==> config.mk <==
export PLATFORM = sky130hd
export DESIGN_NAME = tbc_div
export DESIGN_NICKNAME = d
export VERILOG_FILES = /design/src/tbc_pkg.sv /design/src/tbc_div.sv
export SDC_FILE = /design/constraint.sdc
export NUM_CORES = 1
export LEC_CHECK = 0
export BUFFER_PORTS_ARGS = -buffer_cell sky130_fd_sc_hd__buf_2
export CORE_AREA = 5 5 358 360
export CTS_CLUSTER_SIZE = 8
export DETAILED_ROUTE_END_ITERATION = 10
export DIE_AREA = 0 0 363 365
export PLACE_DENSITY = 0.43
export SLEW_MARGIN = 0
export SYNTH_ARGS = -nofsm -noshare
export SYNTH_HDL_FRONTEND = slang
export SYNTH_SLANG_ARGS = --single-unit
==> constraint.sdc <==
create_clock -name clk -period 11.2 [get_ports clk]
set_clock_uncertainty 0.2 [all_clocks]
set_input_delay 2.24 -clock clk [delete_from_list [all_inputs] [get_ports clk]]
set_output_delay 2.24 -clock clk [all_outputs]
set_load 0.05 [all_outputs]
==> src/tbc_pkg.sv <==
// shared widths, register indexes and latencies for the barycentric color block
package tbc_pkg;

    localparam int COORD_BITS = 12;
    localparam int DIFF_W     = COORD_BITS + 1;
    localparam int PROD_W     = 2 * DIFF_W;
    localparam int DET_W      = PROD_W + 1;
    localparam int NW_W       = DET_W + 2;
    localparam int NUM_W      = NW_W + 8;
    localparam int CHAN_W     = 8;
    localparam int NUM_REGS   = 6;
    localparam int ADDR_W     = 3;

    // one stage for sign and scale, one for the overflow test, one per quotient bit
    localparam int DIV_LAT    = 2 + CHAN_W;
    // four front stages, the divider, the output register
    localparam int PIPE_LAT   = 4 + DIV_LAT + 1;

    localparam logic [CHAN_W-1:0] CHAN_MAX = '1;

    typedef enum logic [ADDR_W-1:0] {
        REG_AX = 3'd0,
        REG_AY = 3'd1,
        REG_BX = 3'd2,
        REG_BY = 3'd3,
        REG_CX = 3'd4,
        REG_CY = 3'd5
    } reg_idx_t;

    typedef logic signed [COORD_BITS-1:0] coord_t;

endpackage

==> src/tbc_div.sv <==
// pipelined weight channel: clamp(num * 255 / det) with one quotient bit per stage
module tbc_div
    import tbc_pkg::*;
(
    input  logic                     clk,
    input  logic signed [NW_W-1:0]   num,
    input  logic signed [DET_W-1:0]  den,
    output logic [CHAN_W-1:0]        chan
);

    // stage a: signs, magnitudes, scale by 255
    logic [NUM_W-1:0]  a_num_reg;
    logic [DET_W-1:0]  a_den_reg;
    logic              a_zero_reg;
    logic [NW_W-1:0]   mag_num;
    logic [DET_W-1:0]  mag_den;

    assign mag_num = num[NW_W-1] ? NW_W'(-num) : NW_W'(num);
    assign mag_den = den[DET_W-1] ? DET_W'(-den) : DET_W'(den);

    always_ff @(posedge clk)
    begin
        a_num_reg  <= (NUM_W'(mag_num) << 8) - NUM_W'(mag_num);
        a_den_reg  <= mag_den;
        // opposite signs truncate to zero or go negative, both clamp to zero
        a_zero_reg <= (num == '0) || (num[NW_W-1] != den[DET_W-1]);
    end

    // stage b: quotient of 256 or more clamps high
    logic [NUM_W-1:0]  rem_reg  [0:CHAN_W];
    logic [DET_W-1:0]  d_reg    [0:CHAN_W];
    logic [CHAN_W-1:0] q_reg    [0:CHAN_W];
    logic              zero_reg [0:CHAN_W];
    logic              over_reg [0:CHAN_W];

    always_ff @(posedge clk)
    begin
        rem_reg[0]  <= a_num_reg;
        d_reg[0]    <= a_den_reg;
        q_reg[0]    <= '0;
        zero_reg[0] <= a_zero_reg;
        over_reg[0] <= a_num_reg >= (NUM_W'(a_den_reg) << CHAN_W);
    end

    for (genvar i = 0; i < CHAN_W; i++)
    begin : g_step
        logic [NUM_W-1:0] trial;
        logic             fit;

        assign trial = NUM_W'(d_reg[i]) << (CHAN_W - 1 - i);
        assign fit   = rem_reg[i] >= trial;

        always_ff @(posedge clk)
        begin
            rem_reg[i+1]  <= fit ? rem_reg[i] - trial : rem_reg[i];
            q_reg[i+1]    <= {q_reg[i][CHAN_W-2:0], fit};
            d_reg[i+1]    <= d_reg[i];
            zero_reg[i+1] <= zero_reg[i];
            over_reg[i+1] <= over_reg[i];
        end
    end

    assign chan = zero_reg[CHAN_W] ? '0 :
                  over_reg[CHAN_W] ? CHAN_MAX : q_reg[CHAN_W];

endmodule

Yosys cells after proc, flatten, opt, wreduce, memory -nomap -nowiden --
Memory sizes are Yosys's and may differ from the RTL's. Cells that the tools add are included.
Storage, ports and cells: output and inout bits 8, logic and storage cells 44, ROM bits 0, register bits after elaboration 65, RAM bits 666, latch bits 0, memories kept 5
Memories:
- rem_reg | depth 9, bits a word 37, rd ports 8, clocked after Yosys merged registers in 0, wr ports 9, RTL line tbc_div.sv:30 | logic [NUM_W-1:0] rem_reg [0:CHAN_W];
- d_reg | depth 9, bits a word 27, rd ports 8, clocked after Yosys merged registers in 0, wr ports 9, RTL line tbc_div.sv:31 | logic [DET_W-1:0] d_reg [0:CHAN_W];
- q_reg | depth 9, bits a word 8, rd ports 9, clocked after Yosys merged registers in 0, wr ports 9, RTL line tbc_div.sv:32 | logic [CHAN_W-1:0] q_reg [0:CHAN_W];
- over_reg | depth 9, bits a word 1, rd ports 9, clocked after Yosys merged registers in 0, wr ports 9, RTL line tbc_div.sv:34 | logic over_reg [0:CHAN_W];
- zero_reg | depth 9, bits a word 1, rd ports 9, clocked after Yosys merged registers in 0, wr ports 9, RTL line tbc_div.sv:33 | logic zero_reg [0:CHAN_W];
Operators by class: reduce and logical (&&, ||, !) cells 2, multiply operators 0, muxes and demuxes 12, div/mod/pow operators 0, bitwise gates (word level) 0, add/subtract/negate cells 11, $lt $le $gt $ge 9, equal/unequal tests 1, shift-type cells 0
Operators with widths (count):
- $mux W37 | 8
- $sub A37 B29 Y37 | 2
- $ge A37 B27 Y1 | 1
- $ge A37 B28 Y1 | 1
- $ge A37 B29 Y1 | 1
- $ge A37 B30 Y1 | 1
- $ge A37 B31 Y1 | 1
- $ge A37 B32 Y1 | 1
- $ge A37 B33 Y1 | 1
- $ge A37 B34 Y1 | 1
- $ge A37 B35 Y1 | 1
- $sub A37 B27 Y37 | 1
- $sub A37 B28 Y37 | 1
- $sub A37 B30 Y37 | 1
- $sub A37 B31 Y37 | 1
- $sub A37 B32 Y37 | 1
- $sub A37 B33 Y37 | 1
- $sub A37 B34 Y37 | 1
- $logic_not A29 Y1 | 1
- $mux W29 | 1
- $neg A29 Y29 | 1
- $neg A27 Y27 | 1
- $mux W26 | 1
- $mux W8 | 2
- other kinds (2) | 2

Depth between registers and ports, before layout --
depth in word-level cells 3, mapped depth 19, mapped depth without buffers 19

Worst setup path after synthesis --
No wires, ideal clock.
kind input -> register, from input num[0], to register a_num_reg[35], path slack 4548 ps, required time 10875 ps, cell stages on the path 19, data arrival time 6326 ps, cells stage by stage inv_1 > ha_1 > or4b_1 > nand3b_1 > or3_1 > o31ai_1 > xnor2_1 > inv_1 > ha_1 > nand4_1 > or2_2 > nor2_1 > nand3_1 > o221ai_1 > a31oi_1 > or4_1 > nand4_1 > nor3_1 > xnor2_1
Between the ends: longest elaborated chain between the ends 3
Ends and longest elaborated chain:
- from (decl) | RTL line tbc_div.sv:6 | input logic signed [NW_W-1:0] num,
- $neg A29 Y29 | RTL line tbc_div.sv:18 | assign mag_num = num[NW_W-1] ? NW_W'(-num) : NW_W'(num);
- $mux W29 (*) | RTL line tbc_div.sv:18
- $sub A37 B29 Y37 (*) | RTL line tbc_div.sv:23 | a_num_reg <= (NUM_W'(mag_num) << 8) - NUM_W'(mag_num);
- to (signal assigned) | RTL line tbc_div.sv:23
- to (decl) | RTL line tbc_div.sv:12 | logic [NUM_W-1:0] a_num_reg;
Every way passes the cells marked *; elsewhere a longest branch is shown, timed or not. A chain may end at the register's enable or synchronous reset.

Worst setup path after layout --
Ends and elaborated chain as after synthesis.

==> metrics.csv <==
stage,metric,value,unit
worst_hold_path,min-delay worst type,flop to flop,
sta,RSZ-0062 raised after global routing,no,
placed_design,routability cong.,0.8532,
cells_and_area,"commonest non-fill, non-tap cell in the layout",dfxtp_1,
sta,Slew headroom,23.58,%
synthesis,"Seq/Total Area, Yosys",42.50,%
pwr,cell internal pwr,6.369,mW
clock_tree,hold buffers post-CTS,0,
sta,max-slew violations,0,
floorplanning,Starting Density,23.83,%
setup_path,Critical Setup Path Class,primary input to flop,
clock_tree,H-tree level count,3,
setup_path,Worst Setup Start Kind,primary input,
setup_path,crit-path max FO,7,
synthesis,Post-synth ARST share,0,%
grt,largest net degree at the start of global routing,58,
synthesis,Unique masters post-synth,80,
clock_tree,later-pin clock latency in the skew report,0.63,ns
pwr,Leak,15.15,nW
synthesis,Post-Syn Nets,3600,
routing,1st-iter DRT viols,1025,
setup_path,crit end category,flop,
grt,first-pass GRT wire length,117300,µm
floorplanning,# rows,130,
routing,via count,21480,
synthesis,Post-Synthesis Cells,3270,
pwr,Sw Ratio,37.35,%
placed_design,"worst slack, placed",3.599,ns
pwr,Reg power frac,33.3,%
sta,Final WS setup,4.251,ns
grt,Global Route Usage Sum,10.90,%
clock_tree,clock slew at reported path FFs,0.05,ns
cells_and_area,Largest register FFs,296,
clock_tree,CTS tree,yes,
job,Max Cap Violations,0,
cells_and_area,fin nets,3695,
pwr,PD cells,296.7,nW/µm²
outcome,status,finished clean,
floorplanning,die width,363,µm
grt,initial antenna violation count,0,
routing,Antenna Violating Nets Remaining,0,
synthesis,yosys warns,0,
clock_tree,post-cts sizing count,0,
pwr,total power,10.17,mW
routing,vias per cell,4.278,
pwr,worst-case vdd ir drop,0.1156,mV
routing,Routed wire per std cell,14.40,µm
floorplanning,die area,132500,µm²
setup_path,Critical-path top delay cell,or4b_1,
synthesis,Post-synth EDFFs,0,
synthesis,"FF+latch count, synth",631,
sta,period utilization,62.04,%
clock_tree,CTS root buffer,clkbuf_16,
routing,drt first pass iters,5,
clock_tree,postcts setup bufs,0,
cells_and_area,layout cells sized above 1,6.706,%
floorplanning,die height,365,µm
clock_tree,Sink Count,631,
cells_and_area,Layout fillers,13240,
clock_tree,total CTS buffers,88,
synthesis,Post-Synthesis Cell Area,29720,µm²
grt,gr ovfl total,0,
clock_tree,Max clock buf depth,3,
sta,Worst-Margin Slew,1.143,ns
setup_path,WP data arrival,7.23,ns
sta,min cycle time layout,6.949,ns
synthesis,Synth Flop Type,dfxtp_1,
floorplanning,core area,124800,µm²
setup_path,Crit path largest cell delay,0.56,ns
routing,DRC viols,0,
placed_design,number of port buffers,64,
floorplanning,IO Count,65,
pwr,Clk network pwr share,23.1,%
sta,fmax,0.1439,GHz
placed_design,placed wire-length estimate,57410,µm
cells_and_area,"commonest cells after routing, fill and taps aside","631 x dfxtp_1, 329 x inv_1, 266 x ha_1, 261 x a21oi_1, 243 x nand2_1",
setup_path,Worst EP required,11.48,ns
setup_path,critical-path cell list,buf_2 > inv_1 > ha_1 > or4b_1 > nand3b_1 > or3_1 > o31ai_1 > xnor2_1 > inv_1 > ha_1 > nand4_1 > or2_2 > nor2_1 > nand3_1 > o221ai_1 > a31oi_1 > or4_1 > nand4_1 > nor3_1 > xnor2_1,
pwr,combinational share of power,43.6,%
sta,Final setup viols,0,
grt,vias in the first global route,21940,
sta,Setup Total Neg Slack,0,ns
cells_and_area,ant diodes,0,
sta,Final Hold Vio Count,0,
cells_and_area,Syn-to-layout area delta,15.28,%
routing,final WL,72310,µm
setup_path,"Largest delay share family, worst path",simple AND/OR/NAND/NOR gates,
setup_path,Buf/Inv on CP,3,
pwr,NetSw,3.798,mW
synthesis,synthesized area per cell,9.090,µm²
## per-stage QoR
| stage | instance area (µm²) | hold slack (ns) | std cells | utilization (%) |
|---|---|---|---|---|
| 3_5_place_dp | 31930 | 0.1121 | 4925 | 25.60 |
| 5_1_grt | 34270 | 0.1244 | 5020 | 27.47 |
| 6_report | 34270 | 0.1134 | 5020 | 27.47 |
| 4_1_cts | 34270 | 0.1100 | 5020 | 27.47 |
| 3_3_place_gp | 31930 | 0.1100 | 4925 | 25.60 |
| 2_1_floorplan | 29720 | 0.1096 | 3270 | - |
## metal layers
layer  vias to the layer above  track usage, %  wire, µm
li1                      11460               -         -
met5                         -               0         0
met4                         0           4.311      2716
met1                      9525           14.61     36070
met3                       136           1.682      2220
met2                       354           17.63     31300
## power by group through the flow
stage | sequential, mW | clock, mW | combinational, mW
after global placement | 3.45 | 0 | 4.43
after detailed placement | 3.44 | 0 | 4.43
final | 3.39 | 2.34 | 4.43
after CTS | 3.39 | 2.44 | 4.45
after floorplan | 3.24 | 0 | 3.51
after global routing | 3.48 | 2.53 | 5.02
## cells by family (layout without fill, tap and decap cells)
logic type / after synthesis / count (layout) / share of synthesized area (%)
flops: 631 / 631 / 42.50
compound gates: 838 / 838 / 17.65
xor+xnor: 294 / 294 / 8.726
mux: 34 / 34 / 1.280
buf+inv: 395 / 495 / 5.018
simple gates: 805 / 805 / 13.16
fa+ha+maj: 273 / 273 / 11.67
## layout make-up
cell class	instances	area [µm²]	share of cell area, %
well taps	1650	2064	6.025
multi-input cells	2244	15630	45.63
inverters	330	1239	3.615
clock buffers	93	2306	6.730
clock inverters	2	25.02	0.07303
flip-flops and latches	631	12630	36.87
repair buffers	70	365.4	1.066
## worst register-to-register path, delay by kind of cell, from the launching register on
kind,cells,cell delay [ns]
XOR/XNOR,1,0.12
AO/OA/AOI/OAI,6,1.77
AND/OR/NAND/NOR,3,0.48
adder cells (fa/ha/maj),2,0.60
flip-flops,1,0.34
buffers and inverters,3,0.68
## worst paths after layout
path	to	slack, ns	depth (start not counted)	startpoint
worst max-delay path	a_num_reg[35]	4.25	20	num[0]
worst min-delay path	q_reg[6][1]	0.11	0	q_reg[5][0]
worst max register to register	rem_reg[0][146]	6.90	15	rem_reg[0][79]
worst min register to register	q_reg[6][1]	0.11	0	q_reg[5][0]
## cell usage after synthesis, types with 11 or more instances
cell        n  area, µm²
a211oi_1   12      90.09
a21boi_0   17      127.6
a21o_1    127      953.4
a21oi_1   262       1311
a31oi_1    28      175.2
and3_1     21      131.4
clkbuf_1   58      217.7
dfxtp_1   631      12630
ha_1      266       3328
inv_1     329       1235
mux2_2     32      360.4
nand2_1   243      912.1
nand2b_1   45      281.5
nand3_1    47      235.2
nand4_1    38      237.7
nor2_1    211      792.0
nor2b_1    40      250.2
nor3_1     42      210.2
nor4_1     29      181.4
o211ai_1   11      82.58
o21a_1     33      247.7
o21ai_0   208       1041
o21bai_1   22      165.2
o31ai_1    26      195.2
o41ai_1    11      96.34
or3_1      14      87.58
or4_1      15      112.6
xnor2_1   174       1524
xor2_1    119       1042
Power figures use the tool's default switching activity.
